`src/design/elo_pkg.sv`:
```
// ----------------------------------------------------------------------------
// ECG lead-off classifier package
// Shared widths, electrode slots, window thresholds and helper types.
// ----------------------------------------------------------------------------
package elo_pkg;

  localparam int unsigned READING_BITS = 12;
  localparam int unsigned READING_W    = 12;
  localparam int unsigned CHANNEL_W    = 3;
  localparam int unsigned MODE_W       = 2;
  localparam int unsigned NUM_SLOTS    = 5;
  localparam int unsigned SLOT_W       = 3;
  localparam int unsigned PADDR_W      = 3;
  localparam int unsigned PDATA_W      = 32;

  localparam logic [SLOT_W-1:0] SLOT_RA = 3'd0;
  localparam logic [SLOT_W-1:0] SLOT_RL = 3'd1;
  localparam logic [SLOT_W-1:0] SLOT_LA = 3'd2;
  localparam logic [SLOT_W-1:0] SLOT_LL = 3'd3;
  localparam logic [SLOT_W-1:0] SLOT_V1 = 3'd4;

  localparam logic [4:0] BIT_LA  = 5'h01;
  localparam logic [4:0] BIT_RA  = 5'h02;
  localparam logic [4:0] BIT_LL  = 5'h04;
  localparam logic [4:0] BIT_RL  = 5'h08;
  localparam logic [4:0] BIT_V1  = 5'h10;
  localparam logic [4:0] ALL_OFF = 5'h1F;

  localparam int unsigned OFF_LO        = 562;
  localparam int unsigned OFF_HI        = 843;
  localparam int unsigned FIVE_DRV_OFF  = 1724;
  localparam int unsigned FIVE_ON_A_LO  = 1549;
  localparam int unsigned FIVE_ON_A_HI  = 1712;
  localparam int unsigned FIVE_ON_B_LO  = 1138;
  localparam int unsigned FIVE_ON_B_HI  = 1408;
  localparam int unsigned FIVE_LOW_HI   = 1094;
  localparam int unsigned THREE_DRV_OFF = 1523;
  localparam int unsigned THREE_ON_LO   = 1211;
  localparam int unsigned THREE_ON_HI   = 1480;
  localparam int unsigned THREE_LOW_HI  = 1146;

  localparam logic [PADDR_W-1:0] ADDR_LEAD_MODE = 3'd0;

  typedef enum logic [MODE_W-1:0] {
    MODE_FIVE      = 2'd0,
    MODE_THREE_I   = 2'd1,
    MODE_THREE_II  = 2'd2,
    MODE_THREE_III = 2'd3
  } lead_mode_e;

  typedef enum logic {
    KIND_STORE = 1'b0,
    KIND_EVAL  = 1'b1
  } item_kind_e;

  typedef logic [READING_BITS-1:0] reading_t;
  typedef reading_t [NUM_SLOTS-1:0] reading_arr_t;

  typedef struct packed {
    logic [4:0] mask;
    logic       held;
  } eval_res_t;

  // Maps a vector indexed by slot number onto the off mask bit order.
  function automatic logic [4:0] slot_to_mask(input logic [NUM_SLOTS-1:0] s);
    slot_to_mask = {s[SLOT_V1], s[SLOT_RL], s[SLOT_LL], s[SLOT_RA], s[SLOT_LA]};
  endfunction

endpackage

```
`src/design/elo_cfg_regs.sv`:
```
// ----------------------------------------------------------------------------
// ECG lead-off classifier configuration registers
// APB-style register file holding the lead mode.
// ----------------------------------------------------------------------------
module elo_cfg_regs (
  input  logic                         clk_i,
  input  logic                         rst_ni,
  input  logic                         psel,
  input  logic                         penable,
  input  logic                         pwrite,
  input  logic [elo_pkg::PADDR_W-1:0]  paddr,
  input  logic [elo_pkg::PDATA_W-1:0]  pwdata,
  output logic [elo_pkg::PDATA_W-1:0]  prdata,
  output logic                         pready,
  output elo_pkg::lead_mode_e          lead_mode_o
);
  import elo_pkg::*;

  lead_mode_e lead_mode_q;
  logic       hit;
  logic       wr_en;

  assign pready = 1'b1;
  // Decode on the word address so that unaligned bytes map to the same word.
  assign hit    = (paddr[PADDR_W-1:2] == ADDR_LEAD_MODE[PADDR_W-1:2]);
  assign wr_en  = psel && penable && pwrite && pready && hit;

  always_ff @(posedge clk_i or negedge rst_ni) begin
    if (!rst_ni) begin
      lead_mode_q <= MODE_FIVE;
    end else if (wr_en) begin
      lead_mode_q <= lead_mode_e'(pwdata[MODE_W-1:0]);
    end
  end

  always_comb begin
    prdata = '0;
    if (hit) begin
      prdata = PDATA_W'(lead_mode_q);
    end
  end

  assign lead_mode_o = lead_mode_q;

endmodule

```
`src/design/elo_eval.sv`:
```
// ----------------------------------------------------------------------------
// ECG lead-off classifier evaluation logic
// Window classification of the five stored readings for the active mode.
// ----------------------------------------------------------------------------
module elo_eval (
  input  elo_pkg::reading_arr_t  readings_i,
  input  elo_pkg::lead_mode_e    lead_mode_i,
  input  logic [4:0]             last_mask_i,
  output elo_pkg::eval_res_t     res_o
);
  import elo_pkg::*;

  logic [NUM_SLOTS-1:0] off_v;
  logic [4:0]           off_m;
  reading_t             rl;
  reading_t             v1;
  reading_t             r;
  logic [SLOT_W-1:0]    ref_slot;
  logic [NUM_SLOTS-1:0] ref_onehot;
  logic [4:0]           pair;
  logic [4:0]           five_m;
  logic                 five_hit;
  logic [4:0]           three_m;
  logic                 three_hit;

  always_comb begin
    for (int s = 0; s < NUM_SLOTS; s++) begin
      off_v[s] = (readings_i[s] > OFF_LO) && (readings_i[s] < OFF_HI);
    end
  end

  assign off_m = slot_to_mask(off_v);
  assign rl    = readings_i[SLOT_RL];
  assign v1    = readings_i[SLOT_V1];

  always_comb begin
    five_hit = 1'b1;
    five_m   = '0;
    if (rl > FIVE_DRV_OFF) begin
      five_m = (v1 > FIVE_DRV_OFF) ? (BIT_LA | BIT_RA | BIT_LL) : ALL_OFF;
    end else if (((rl > FIVE_ON_A_LO) && (rl < FIVE_ON_A_HI)) ||
                 ((rl > FIVE_ON_B_LO) && (rl < FIVE_ON_B_HI))) begin
      five_m = off_m & (BIT_LA | BIT_RA | BIT_LL | BIT_V1);
    end else if (rl < FIVE_LOW_HI) begin
      five_m = off_m & BIT_V1;
    end else begin
      five_hit = 1'b0;
    end
  end

  always_comb begin
    case (lead_mode_i)
      MODE_THREE_I:  ref_slot = SLOT_LL;
      MODE_THREE_II: ref_slot = SLOT_LA;
      default:       ref_slot = SLOT_RA;
    endcase
  end

  always_comb begin
    case (lead_mode_i)
      MODE_THREE_I:  r = readings_i[SLOT_LL];
      MODE_THREE_II: r = readings_i[SLOT_LA];
      default:       r = readings_i[SLOT_RA];
    endcase
  end

  assign ref_onehot = NUM_SLOTS'(1) << ref_slot;
  assign pair       = (BIT_LA | BIT_RA | BIT_LL) & ~slot_to_mask(ref_onehot);

  always_comb begin
    three_hit = 1'b1;
    three_m   = '0;
    if (r > THREE_DRV_OFF) begin
      if ((rl < THREE_DRV_OFF) && (v1 > THREE_DRV_OFF)) begin
        three_m = pair | BIT_RL;
      end else if ((v1 < THREE_DRV_OFF) && (rl > THREE_DRV_OFF)) begin
        three_m = pair | BIT_V1;
      end else if ((v1 > THREE_DRV_OFF) && (rl > THREE_DRV_OFF)) begin
        three_m = pair;
      end else begin
        three_m = ALL_OFF;
      end
    end else if ((r > THREE_ON_LO) && (r < THREE_ON_HI)) begin
      three_m = off_m & ~slot_to_mask(ref_onehot);
    end else if (r < THREE_LOW_HI) begin
      three_m = off_m & (BIT_RL | BIT_V1);
    end else begin
      three_hit = 1'b0;
    end
  end

  always_comb begin
    if (lead_mode_i == MODE_FIVE) begin
      res_o.mask = five_hit ? five_m : last_mask_i;
      res_o.held = !five_hit;
    end else begin
      res_o.mask = three_hit ? three_m : last_mask_i;
      res_o.held = !three_hit;
    end
  end

endmodule

```
`src/design/ecg_lead_off_classifier.sv`:
```
// ----------------------------------------------------------------------------
// ECG lead-off classifier
// Stores per-electrode lead-off readings and classifies them into an off mask.
// ----------------------------------------------------------------------------
// Each request on the input channel either stores a reading for one electrode
// or evaluates the stored readings; every request yields exactly one result
// on the output channel carrying off_mask, bad_channel and held.
// A request is taken into an input register, classified combinationally and
// written to the output register when it advances, which an output stall can
// delay. One request is accepted every cycle while the output is not stalled;
// the rate is set by the single classify stage between the two registers.
// The lead mode is to be written through the APB-style port only while the
// block is idle; the block itself does not enforce this. When the receiver
// stalls, the pending result holds and one further request is still accepted
// into the input register before in_stall_o rises. Reset clears all readings,
// the last mask and the lead mode to five-lead.
// ----------------------------------------------------------------------------
module ecg_lead_off_classifier (
  input  logic                                 clk_i,
  input  logic                                 rst_ni,
  input  logic                                 psel,
  input  logic                                 penable,
  input  logic                                 pwrite,
  input  logic [elo_pkg::PADDR_W-1:0]          paddr,
  input  logic [elo_pkg::PDATA_W-1:0]          pwdata,
  output logic [elo_pkg::PDATA_W-1:0]          prdata,
  output logic                                 pready,
  input  logic                                 in_valid_i,
  output logic                                 in_stall_o,
  input  logic                                 kind_i,
  input  logic [elo_pkg::CHANNEL_W-1:0]        channel_i,
  input  logic [elo_pkg::READING_W-1:0]        reading_i,
  output logic                                 out_valid_o,
  input  logic                                 out_stall_i,
  output logic [4:0]                           off_mask_o,
  output logic                                 bad_channel_o,
  output logic                                 held_o
);
  import elo_pkg::*;

  lead_mode_e              lead_mode;
  logic                    in_valid_q;
  item_kind_e              kind_q;
  logic [CHANNEL_W-1:0]    channel_q;
  reading_t                reading_q;
  reading_arr_t            readings_q;
  logic [4:0]              last_mask_q;
  logic                    out_valid_q;
  logic [4:0]              off_mask_q;
  logic                    bad_q;
  logic                    held_q;
  logic                    advance;
  logic                    store_ok;
  eval_res_t               res;

  elo_cfg_regs u_cfg (
    .clk_i       (clk_i),
    .rst_ni      (rst_ni),
    .psel        (psel),
    .penable     (penable),
    .pwrite      (pwrite),
    .paddr       (paddr),
    .pwdata      (pwdata),
    .prdata      (prdata),
    .pready      (pready),
    .lead_mode_o (lead_mode)
  );

  elo_eval u_eval (
    .readings_i  (readings_q),
    .lead_mode_i (lead_mode),
    .last_mask_i (last_mask_q),
    .res_o       (res)
  );

  assign advance    = in_valid_q && (!out_valid_q || !out_stall_i);
  assign in_stall_o = in_valid_q && !advance;
  assign store_ok   = (channel_q < NUM_SLOTS);

  always_ff @(posedge clk_i or negedge rst_ni) begin
    if (!rst_ni) begin
      in_valid_q <= 1'b0;
    end else if (!in_stall_o) begin
      in_valid_q <= in_valid_i;
    end
  end

  always_ff @(posedge clk_i) begin
    if (!in_stall_o && in_valid_i) begin
      kind_q    <= item_kind_e'(kind_i);
      channel_q <= channel_i;
      reading_q <= READING_BITS'(reading_i);
    end
  end

  always_ff @(posedge clk_i or negedge rst_ni) begin
    if (!rst_ni) begin
      readings_q  <= '0;
      last_mask_q <= '0;
    end else if (advance) begin
      if (kind_q == KIND_STORE) begin
        if (store_ok) begin
          readings_q[channel_q[SLOT_W-1:0]] <= reading_q;
        end
      end else begin
        last_mask_q <= res.mask;
      end
    end
  end

  always_ff @(posedge clk_i or negedge rst_ni) begin
    if (!rst_ni) begin
      out_valid_q <= 1'b0;
    end else if (advance) begin
      out_valid_q <= 1'b1;
    end else if (!out_stall_i) begin
      out_valid_q <= 1'b0;
    end
  end

  always_ff @(posedge clk_i) begin
    if (advance) begin
      if (kind_q == KIND_STORE) begin
        off_mask_q <= last_mask_q;
        bad_q      <= !store_ok;
        held_q     <= 1'b0;
      end else begin
        off_mask_q <= res.mask;
        bad_q      <= 1'b0;
        held_q     <= res.held;
      end
    end
  end

  assign out_valid_o   = out_valid_q;
  assign off_mask_o    = off_mask_q;
  assign bad_channel_o = bad_q;
  assign held_o        = held_q;

endmodule
```
`config.mk`:
```
export PLATFORM = sky130hd
export DESIGN_NAME = ecg_lead_off_classifier
export DESIGN_NICKNAME = d
export VERILOG_FILES = /design/src/design/elo_pkg.sv /design/src/design/elo_cfg_regs.sv /design/src/design/elo_eval.sv /design/src/design/ecg_lead_off_classifier.sv
export SDC_FILE = /design/constraint.sdc
export NUM_CORES = 1
export LEC_CHECK = 0
export ABC_AREA = 1
export ABC_CLOCK_PERIOD_IN_PS = 5000
export CORE_MARGIN = 8
export CORE_UTILIZATION = 56
export DETAILED_ROUTE_END_ITERATION = 16
export DONT_BUFFER_PORTS = 1
export PLACE_DENSITY = 0.7
export SKIP_LAST_GASP = 1
export SLEW_MARGIN = 20
export SYNTH_ARGS = -nofsm -noshare
export SYNTH_HDL_FRONTEND = slang
export SYNTH_HIERARCHICAL = 1
export SYNTH_SLANG_ARGS = --single-unit
export TNS_END_PERCENT = 10
```
`constraint.sdc`:
```
create_clock -name clk_i -period 5 [get_ports clk_i]
set_input_delay 1 -clock clk_i [delete_from_list [all_inputs] [get_ports clk_i]]
set_output_delay 1 -clock clk_i [all_outputs]
set_load 0.005 [all_outputs]
```
-- Word-level counts from Yosys, hierarchy flattened
Cells that the tools add are included.
- bits in registers: 92
- bits of input ports: 58
- output and inout port bits: 42
- logic and storage cells: 108
- $lt $le $gt $ge: 28
- equality and inequality tests: 3
- shifts and indexed selects: 1
- mux-type cells: 28
- bitwise logic cells: 4
- reductions and logical operators: 29
- operators by type and width (kind ; count):
    > comparator 12 x 11 -> 1 bit, second input constant ; 8
    < comparator 12 x 11 -> 1 bit, second input constant ; 7
    two-way mux 5 bit ; 13
    bitwise mux 60 bit ; 1
    > comparator 12 x 10 -> 1 bit, second input constant ; 5
    < comparator 12 x 10 -> 1 bit, second input constant ; 5
    demux 12 bit (select 3 bit) ; 1
    one-hot mux 12 bit (2 select lines) ; 1
    logical AND 1 bit ; 18
    two-way mux 12 bit ; 1
    two-way mux 1 bit ; 8
    zero test 1 bit ; 7
    two-way mux 6 bit ; 1
    AND 5 bit ; 1
    NOT 5 bit ; 1
    left shift 1 x 2 -> 5 bit, first input constant ; 1
    < comparator 3 x 4 -> 1 bit, second input constant ; 1
    one-hot mux 2 bit (2 select lines) ; 1
    >= comparator 3 x 1 -> 1 bit, second input constant ; 1
    < comparator 3 bit, second input constant ; 1
    AND reduction 3 bit ; 1
    == test 2 x 1 -> 1 bit, second input constant ; 1
    == test 2 bit, second input constant ; 1
    zero test 2 bit ; 1
    4 further kinds ; 6

-- Longest topological paths before layout
Gate-level depths: netlist of the first run.
- word-level depth: 11
- depth in mapped cells: 23
- mapped depth without buffers: 22

-- Modules after synthesis
Netlist of the first run, hierarchy kept.
- modules (own cells, without submodules) (module ; times used ; cells an instance ; area an instance (um2) ; sequential area each (um2)):
    ecg_lead_off_classifier ; 1 ; 348 ; 3519.6 ; 2367.3
    elo_eval ; 1 ; 377 ; 1819.2 ; 0.0
    elo_cfg_regs ; 1 ; 50 ; 351.6 ; 50.0

-- Least setup slack after synthesis of the first run
Ideal clock, no wire load.
- kind: reg2reg
- start point: register u_cfg.lead_mode_q[0], in the netlist u_cfg/lead_mode_o[0]
- end point: register off_mask_q[4], in the netlist off_mask_o[4] (data pin)
- library setup time: 0.267 ns
- arrival time: 2.067 ns
- required time: 4.733 ns
- path slack: 2.666 ns
- stages on the path, launching flop included: 16
- buffers on the path: 0
- clock period less this slack: 2.334 ns
- cells stage by stage: dfrtp_1 > inv_1 > ha_1 > or2_2 > nand2_2 > nand2_2 > nor2_2 > nand4_1 > nand2_2 > inv_2 > nor2_2 > nor2_1 > a21oi_1 > nand2_1 > nand2_1 > o21ai_1
- RTL lines (what ; line ; RTL):
    start, declared ; elo_cfg_regs.sv:19 ; lead_mode_e lead_mode_q;
    start signal, assigned ; elo_cfg_regs.sv:32 ; lead_mode_q <= lead_mode_e'(pwdata[MODE_W-1:0]);
    end signal, assigned ; ecg_lead_off_classifier.sv:124 ; off_mask_q <= last_mask_q;
    end signal, assigned ; ecg_lead_off_classifier.sv:128 ; off_mask_q <= res.mask;
    end, declared ; ecg_lead_off_classifier.sv:49 ; logic [4:0] off_mask_q;

==> impl_metrics.yaml, run 1 <==
timing:
  fin_worst_skew_ns: 0.00811
  fin_crit_sh_pct: 66.5
  setup_tns_ns: 0
  finalSetupViolCount: 0
  fmax_mhz: 301
  max-slew-margin-rel_pct: 44.0
  final_hold_viol_count: 0
  finalMaxSlewViolations: 0
  timing.final.crit_period_ns: 3.32
  rsz0062_at_grt: "no"
  worst_pin_slew_ns: 0.839
critical_path:
  path_delay_family: "simple AND/OR/NAND/NOR gates"
  crit_required_ns: 5.30
  crit_start: "u_cfg/lead_mode_o[1]"
  critPathMaxStageDelay_ns: 0.85
  path_max_fanout: 24
  worstPathCellList: "inv_1 -> ha_1 -> inv_2 -> nand2_1 -> nand2_1 -> a31oi_1 -> nand2_1 -> nor2_4 -> nand3_1 -> nand2_1 -> inv_1 -> nand2_1 -> nand2_1 -> nand2_1 -> nand2_1 -> o21ai_1 -> nand2_1 -> o21ai_1"
  cpMaxStageDelayCell: "ha_1"
  path_buf_inv: 3
  cpMostUsedCell: "nand2_1"
  crit_path_end_kind: "register"
  crit-reg2reg-launch: "u_cfg/lead_mode_o[1]"
  crit_path_start_kind: "register"
  crit_type: "register to register"
  cp.arrival_ns: 3.63
clock_network:
  clk_path_buf_depth: 2
  ctsResizeCount: 0
  clkTransAtPathRegs_ns: 0.09
  numCtsBuffers: 9
  cts_setup_buffers: 0
  root_buffer: "clkbuf_8"
  htreeDepth: 3
  insertion_delay_ns: 0.37
  cts_tree: "done"
  cts_hold_buf: 0
  cts_sinks: 92
synthesis:
  syn-instance-count: 775
  syn_area_um2: 5690
  synth-edff-count: 23
  synth_flop_cell: "dfrtp_1"
  synth_warnings: 6
  async_reset_ff_share_pct: 75.0
  yosysSeqAreaShare_pct: 42.5
  yosysUniqueCellTypes: 40
  synth.avg_cell_area_um2: 7.34
  ys_seq_elements: 92
final_layout:
  final_area_um2: 5750
  area_growth_pct: 0.989
  final_cell_mix: "290 x nand2_1, 94 x nand3_1, 69 x dfrtp_1, 61 x inv_1, 36 x nor2_1"
  final_cells: 902
  layout-drive-gt1-share_pct: 7.70
  final_common_cell: "nand2_1"
  fillers: 976
  antennaDiodeCount: 0
  fin_util_pct: 56.9
  fin_nets: 824
power_and_ir_drop:
  power_uw: 2530
  p_per_area_nw_per_um2: 440
  peakVddDrop_uv: 279
  leakage_uw: 0.00290
grt:
  grt_antenna_before_repair: 0
  grt_pass1_vias: 4511
  grt_pass1_wl_mm: 22.1
  grt_use_total_pct: 20.8
  overflow: 0
  grt_max_degree: 70
detailed_routing:
  ant_nets: 0
  drc: 0
  dr.pass1.iters: 5
  wirelength_mm: 13.7
  vias: 4877
  vias_per_cell: 5.41
  post_drt_wl_per_cell_um: 15.2
  drt_iter0_markers: 493
placed_design:
  portBuffers: 0
  dpl_cell_area_um2: 5570
  gp_congestion: 0.911
  post-place-cells: 886
  place_hpwl_mm: 10.2
run:
  drv_cap: 0
floorplan:
  initial_core_util_pct: 56.4
  die_area_um2: 13600
  ios: 100
  core_area_um2: 10100
  dieWidth_um: 117
  die_h_um: 117
  rows: 37
min_path:
  hold_class: "primary input to asynchronous set/reset pin"
run_status:
  outcome: "finished clean"
final cells by class:
type	instances	area [um^2]	share of cell area (%)
clock buffer	10	128	2.22
clock inverter	6	48.8	0.849
inverter	66	248	4.31
multi-input combinational	591	2730	47.5
sequential	92	2420	42.1
tap	136	170	2.96
timing repair buffer	1	7.51	0.131
sequential cells by signal (all words and copies together) (netlist names):
name               cells
readings_q            60
reading_q             12
last_mask_q            5
off_mask_o             5
channel_q              3
u_cfg/lead_mode_o      2
bad_channel_o          1
held_o                 1
in_valid_q             1
kind_q                 1
out_valid_o            1
cell usage after synthesis (all sizes together), types with 3 or more instances:
master	number	area share, %
a21boi	4	0.53
a21oi	11	0.97
a31oi	3	0.33
buf	52	6.9
clkbuf	3	0.20
dfrtp	69	30
edfxtp	23	12
ha	5	1.1
inv	65	4.3
nand2	305	21
nand3	97	8.9
nand3b	3	0.40
nand4	21	2.3
nor2	51	4.4
nor3	20	1.9
o21ai	28	2.6
or2	5	0.55
cells by family (layout without fill, tap and decap cells):
group                    after synthesis  in the layout  synth area share [%]
multiplexers                           1              1                 0.176
adder cells (fa/ha/maj)                5              5                  1.10
flip-flops                            92             92                  42.5
other                                  2             31                 0.132
buffers and inverters                121             83                  11.5
AO/OA/AOI/OAI                         50             50                  4.95
AND/OR/NAND/NOR                      504            504                  39.7
path summary, 6_finish.rpt:
path                                  endpoint  slack [ns]  depth (start not counted)
worst max-delay path            last_mask_q[0]        1.68                         18
worst min-delay path            readings_q[38]        0.32                          0
worst max register to register  last_mask_q[0]        1.68                         18
worst min register to register   readings_q[3]        0.49                          2
max in group asynchronous       readings_q[12]        4.56                          0
min in group clk_i               readings_q[3]        0.49                          2
stage by stage:
stage	worst slack, ns	hold WS (ns)
2_1_floorplan	2.67	0.442
3_3_place_gp	1.80	0.460
3_5_place_dp	1.72	0.465
4_1_cts	1.68	0.300
5_1_grt	1.33	0.294
6_report	1.68	0.315
worst register-to-register path, cell delays in order (launching register included):
cell,delay (ns)
dfrtp_1,0.47
inv_1,0.12
ha_1,0.85
inv_2,0.28
nand2_1,0.13
nand2_1,0.11
a31oi_1,0.25
nand2_1,0.13
nor2_4,0.17
nand3_1,0.11
nand2_1,0.08
inv_1,0.04
nand2_1,0.06
nand2_1,0.06
nand2_1,0.07
nand2_1,0.05
o21ai_1,0.14
nand2_1,0.07
o21ai_1,0.08
routing by layer:
metal  track usage [%]  part of all wire [%]  vias up
met1              27.9                    46     2260
met4              5.97                   1.2        0
met5                 0                     0        -
li1                  -                     -     2422
met3              4.10                   7.0       16
met2              33.5                    46      179
power breakdown:
group	total, uW	switching [uW]	internal (uW)
logic	904	601	302
registers	1170	207	960
clock network	459	274	185
Note: power is estimated with default switching activity, not from simulation.
==> run 2: changes to the inputs <==
Settings changed: ABC_CLOCK_PERIOD_IN_PS 5000 to 3400.
Clock period 5 ns to 3.4 ns, I/O delays scaled along.
==> impl_metrics.yaml, run 2 (same netlist as run 1, synthesis figures left out) <==
timing:
  finalSetupViolCount: 0
  timing.final.crit_period_ns: 2.97
  rsz0062_at_grt: "no"
  worst_pin_slew_ns: 0.573
  fmax_mhz: 337
  fin_crit_sh_pct: 87.4
  fin_worst_skew_ns: 0.0105
  setup_tns_ns: 0
  finalMaxSlewViolations: 0
  max-slew-margin-rel_pct: 61.7
  final_hold_viol_count: 0
critical_path:
  crit_type: "register to register"
  critPathMaxStageDelay_ns: 0.45
  crit_path_end_kind: "register"
  path_buf_inv: 2
  path_max_fanout: 15
  rr_worst_depth: 19
  cpMaxStageDelayCell: "dfrtp_1"
  cpMostUsedCell: "nand2_1"
  cp.depth: 19
  crit_required_ns: 3.68
  crit_path_start_kind: "register"
  path_delay_family: "simple AND/OR/NAND/NOR gates"
  worstPathCellList: "inv_1 -> ha_1 -> buf_4 -> or2_1 -> nand2_2 -> nand2_2 -> nand2_1 -> nand2_1 -> a21oi_1 -> nand2_2 -> nand2_4 -> nand3_4 -> nor2_2 -> nand2_1 -> nand2_1 -> nand2_1 -> o21ai_1 -> nand2_1 -> o21ai_1"
  cp.arrival_ns: 3.26
final_layout:
  fin_nets: 828
  fillers: 940
  multi_input_area_um2: 2730
  register_area_um2: 2420
  final_common_cell: "nand2_1"
  biggestRegsByFlops: "readings_q: 60 flops, reading_q: 12 flops"
  regMostFlops: "readings_q"
  area_growth_pct: 3.36
  layout-drive-gt1-share_pct: 8.18
  antennaDiodeCount: 0
  largest_reg_flops: 60
  final_cell_mix: "290 x nand2_1, 94 x nand3_1, 69 x dfrtp_1, 61 x inv_1, 36 x nor2_1"
clock_network:
  cts_setup_buffers: 0
  cts_tree: "done"
  htreeDepth: 3
  clkTransAtPathRegs_ns: 0.09
  insertion_delay_ns: 0.36
  ctsResizeCount: 0
  cts_sinks: 92
  cts_hold_buf: 2
  clk_path_buf_depth: 2
  numCtsBuffers: 9
  root_buffer: "clkbuf_8"
detailed_routing:
  vias_per_cell: 5.47
  ant_nets: 0
  dr.pass1.iters: 5
  vias: 4954
  drt_iter0_markers: 432
  post_drt_wl_per_cell_um: 15.6
  wirelength_mm: 14.1
  drc: 0
power_and_ir_drop:
  power_uw: 4020
  leakage_uw: 0.00297
  peakVddDrop_uv: 390
  p_per_area_nw_per_um2: 683
grt:
  grt_max_degree: 68
  grt_use_total_pct: 21.5
  grt_antenna_before_repair: 0
  grt_pass1_wl_mm: 22.7
  grt_pass1_vias: 4618
  overflow: 0
placed_design:
  gp_congestion: 0.905
  place_hpwl_mm: 10.3
  portBuffers: 0
run:
  drv_cap: 0
floorplan:
  rows: 37
  core_area_um2: 10100
  die_h_um: 117
  ios: 100
  initial_core_util_pct: 56.4
  dieWidth_um: 117
  die_area_um2: 13600
run_status:
  outcome: "finished clean"
min_path:
  hold_class: "primary input to asynchronous set/reset pin"
==> run 2: worst paths after layout <==
path                                           start             end  slack (ns)
worst max-delay path            u_cfg/lead_mode_o[0]  last_mask_q[4]        0.43
worst max register to register  u_cfg/lead_mode_o[0]  last_mask_q[4]        0.43
worst min-delay path                          rst_ni  readings_q[24]        0.18
worst min register to register         readings_q[2]   readings_q[2]        0.49
min in group clk_i                            kind_i          kind_q        0.41
max in group asynchronous                     rst_ni  readings_q[32]        2.68
==> run 2: cell type report <==
| class | instances | share of cell area, % |
|---|---|---|
| multi-input cells | 591 | 46.4 |
| flip-flops and latches | 92 | 41.1 |
| inverters | 66 | 4.21 |
| clock inverters | 5 | 1.83 |
| repair buffers | 5 | 1.02 |
| well taps | 136 | 2.89 |
| clock buffers | 11 | 2.57 |
==> run 2: worst reg2reg max path, delay by kind of cell (launching register included) <==
family / cells / cell delay [ns]
buf+inv: 2 / 0.38
compound gates: 3 / 0.39
simple gates: 13 / 1.22
fa+ha+maj: 1 / 0.44
flops: 1 / 0.45
==> run 2: layer usage <==
metal	wire length, um	track usage (%)	vias to the layer above
met1	6130	27.8	2280
met2	6390	33.5	227
met4	485	10.3	0
li1	-	-	2414
met3	1110	5.03	33
met5	0	0	-
==> run 2: where the power goes <==
part | switching, uW | total, uW | internal, uW
clock | 391 | 922 | 531
combinational | 913 | 1370 | 454
sequential | 315 | 1730 | 1410
total | 1620 | 4020 | 2400
==> run 2: per-stage QoR <==
stage	hold slack [ns]	cells	cell area (um^2)	setup WS [ns]	utilization [%]
floorplan	0.384	804	5800	1.07	-
global route	0.194	906	5880	0.157	58.3
CTS	0.189	906	5880	0.440	58.3
detailed placement	0.386	888	5590	0.477	55.3
finish	0.185	906	5880	0.428	58.3
global placement	0.386	888	5590	0.522	55.3
==> run 3: changes to the inputs <==
Settings changed: RECOVER_POWER from default to 50, SKIP_CTS_REPAIR_TIMING from default to 1, SYNTH_HIERARCHICAL 1 to default.
==> impl_metrics.yaml, run 3 <==
min_path:
  hold_class: "primary input to register"
  hold_start: "reading_i[11]"
timing:
  finalSetupViolCount: 0
  finalMaxSlewViolations: 70
  fin_crit_sh_pct: 84.1
  final_hold_viol_count: 0
  max-slew-margin-rel_pct: -13.5
  setup_tns_ns: 0
  fin_worst_skew_ns: 0.0103
  fmax_mhz: 350
  fin_hold_ws_ns: 0.404
  timing.final.crit_period_ns: 2.86
  worst_pin_slew_ns: 1.70
  rsz0062_at_grt: "no"
run_status:
  violations: "max-capacitance violations, max-slew violations"
  outcome: "finished, violations left"
run:
  drv_cap: 1
power_and_ir_drop:
  leakage_uw: 0.00259
  clockPowerShare_pct: 20.4
  p_seq_share_pct: 45.6
  switching_share_pct: 41.1
  combPwrFrac_pct: 33.9
  switching_power_uw: 1490
  p_int_uw: 2140
  power_uw: 3630
  peakVddDrop_uv: 319
  p_per_area_nw_per_um2: 686
clock_network:
  root_buffer: "clkbuf_8"
  cts_tree: "done"
  clkTransAtPathRegs_ns: 0.10
  clk_path_buf_depth: 2
  htreeDepth: 3
  numCtsBuffers: 9
  insertion_delay_ns: 0.37
  cts_sinks: 92
final_layout:
  final_cell_mix: "197 x nand2_1, 69 x dfrtp_1, 61 x o21ai_0, 50 x inv_1"
  regMostFlops: "readings_q"
  fin_nets: 703
  layout-drive-gt1-share_pct: 9.61
  area_growth_pct: 2.97
  final_common_cell: "nand2_1"
  largest_reg_flops: 60
  biggestRegsByFlops: "readings_q: 60 flops, reading_q: 12 flops"
  antennaDiodeCount: 0
grt:
  grt_antenna_before_repair: 0
  grt_use_total_pct: 18.1
  overflow: 0
  grt_pass1_wl_mm: 18.1
  grt_max_degree: 70
  grt_pass1_vias: 3679
detailed_routing:
  drt_iter0_markers: 290
  ant_nets: 0
  dr.pass1.iters: 6
  drc: 0
  vias_per_cell: 5.26
  wirelength_mm: 11.0
  vias: 3977
  post_drt_wl_per_cell_um: 14.6
synthesis:
  yosysUniqueCellTypes: 46
  synth_xor_area_share_pct: 0
  synth_compound_gate_area_share_pct: 11.2
  async_reset_ff_share_pct: 75.0
  synth_flop_cell: "dfrtp_1"
  synth_top_cell_area_share_pct: 33.6
  synthMostInstantiatedCell: "nand2_1"
  synthMuxAreaShare_pct: 0
  syn_area_um2: 5130
  syn-instance-count: 644
  yosysSeqAreaShare_pct: 47.1
  synth.avg_cell_area_um2: 7.97
  synth_warnings: 0
  yosysTopAreaCell: "dfrtp_1"
  synth-edff-count: 23
  synth_simple_gate_area_share_pct: 29.9
  synth_top_family_by_area: "simple AND/OR/NAND/NOR gates"
  synthTopCellsByArea: "dfrtp_1 34%, nand2_1 14%, edfxtp_1 13%"
  synthAdderAreaFrac_pct: 1.22
  synthTopCellsByCount: "197 x nand2_1, 69 x dfrtp_1, 61 x o21ai_0, 50 x inv_1"
  ys_seq_elements: 92
critical_path:
  cpMostUsedCell: "nand2_1"
  crit_required_ns: 3.53
  cp.arrival_ns: 2.99
  path_max_fanout: 17
  crit-reg2reg-launch: "u_cfg.lead_mode_o[0]"
  crit_path_end_kind: "register"
  worstPathCellList: "inv_1 -> ha_1 -> inv_2 -> nand2_1 -> nand2_2 -> nand2_4 -> o21a_1 -> nand2_1 -> nor2_2 -> nand2_4 -> nand4_2 -> nand2_2 -> nand2_1 -> nand3_2 -> nand2_1 -> inv_1"
  critPathMaxStageDelay_ns: 0.67
  crit_start: "u_cfg.lead_mode_o[0]"
  crit_type: "register to register"
  cpMaxStageDelayCell: "ha_1"
  crit_path_start_kind: "register"
placed_design:
  place_hpwl_mm: 8.14
  gp_congestion: 0.864
  portBuffers: 0
floorplan:
  rows: 35
  die_area_um2: 12500
  initial_core_util_pct: 56.6
  dieWidth_um: 112
  ios: 100
  core_area_um2: 9060
  die_h_um: 112
[run 3: changes by cell type after synthesis, moves of 5 or more]
cell / before / now
o21ai_0: 14 / 61
nor2_1: 36 / 41
clkbuf_1: 3 / 12
nor3_1: 18 / 10
nand4_1: 21 / 10
nand2_1: 290 / 197
buf_2: 12 / 0
nor2_2: 11 / 3
nand3_1: 94 / 41
o21ai_1: 12 / 7
inv_1: 61 / 50
[run 3: cells by family after synthesis]
logic type | after synthesis
adder cells (fa/ha/maj) | 5
buffers and inverters | 106
AND/OR/NAND/NOR | 336
flip-flops | 92
other | 2
AO/OA/AOI/OAI | 103
[run 3: final timing paths]
path | cells after the start | to | slack, ns
max | 16 | off_mask_o[4] | 0.54
min | 0 | reading_q[11] | 0.40
max reg2reg | 16 | off_mask_o[4] | 0.54
min reg2reg | 2 | readings_q[2] | 0.50
max in group asynchronous | 1 | readings_q[15] | 1.65
min in group asynchronous | 1 | readings_q[4] | 0.75
[run 3: worst max-delay path: cells and delay by family, from the launching register on]
family / cells / cell delay, ns
fa+ha+maj: 1 / 0.67
buf+inv: 3 / 0.34
flops: 1 / 0.39
compound gates: 1 / 0.18
simple gates: 11 / 1.05
[run 3: through the flow]
| stage | cell area, um^2 | util [%] | worst slack (ns) | cells |
|---|---|---|---|---|
| final | 5290 | 58.3 | 0.542 | 756 |
| after detailed placement | 5080 | 56.1 | 0.469 | 739 |
| after CTS | 5280 | 58.3 | 0.522 | 755 |
| after global routing | 5290 | 58.3 | 0.305 | 756 |
| after floorplan | 5240 | - | 1.11 | 673 |
| after global placement | 5080 | 56.1 | 0.536 | 739 |
[run 3: area by class of cell]
type	count	area, um^2
fill	837	3780
inverter	59	221
multi-input combinational	475	2290
clock inverter	7	76.3
clock buffer	9	124
timing repair buffer	3	20.0
sequential	92	2420
tap	111	139
[run 3: power by group through the flow]
stage,Combinational (uW),Clock (uW),Sequential [uW]
after global placement,1170,0,1660
after floorplan,1050,0,1610
after CTS,1210,763,1650
final,1230,740,1660
after global routing,1410,792,1700
after detailed placement,1200,0,1670
[run 3: metal layers]
metal / vias up / GRT usage, % / part of all wire [%]
met5: - / 0 / 0
met4: 0 / 5.65 / 1.1
met3: 10 / 4.87 / 7.4
met2: 120 / 28.2 / 45
met1: 1818 / 24.0 / 46
li1: 2029 / - / -
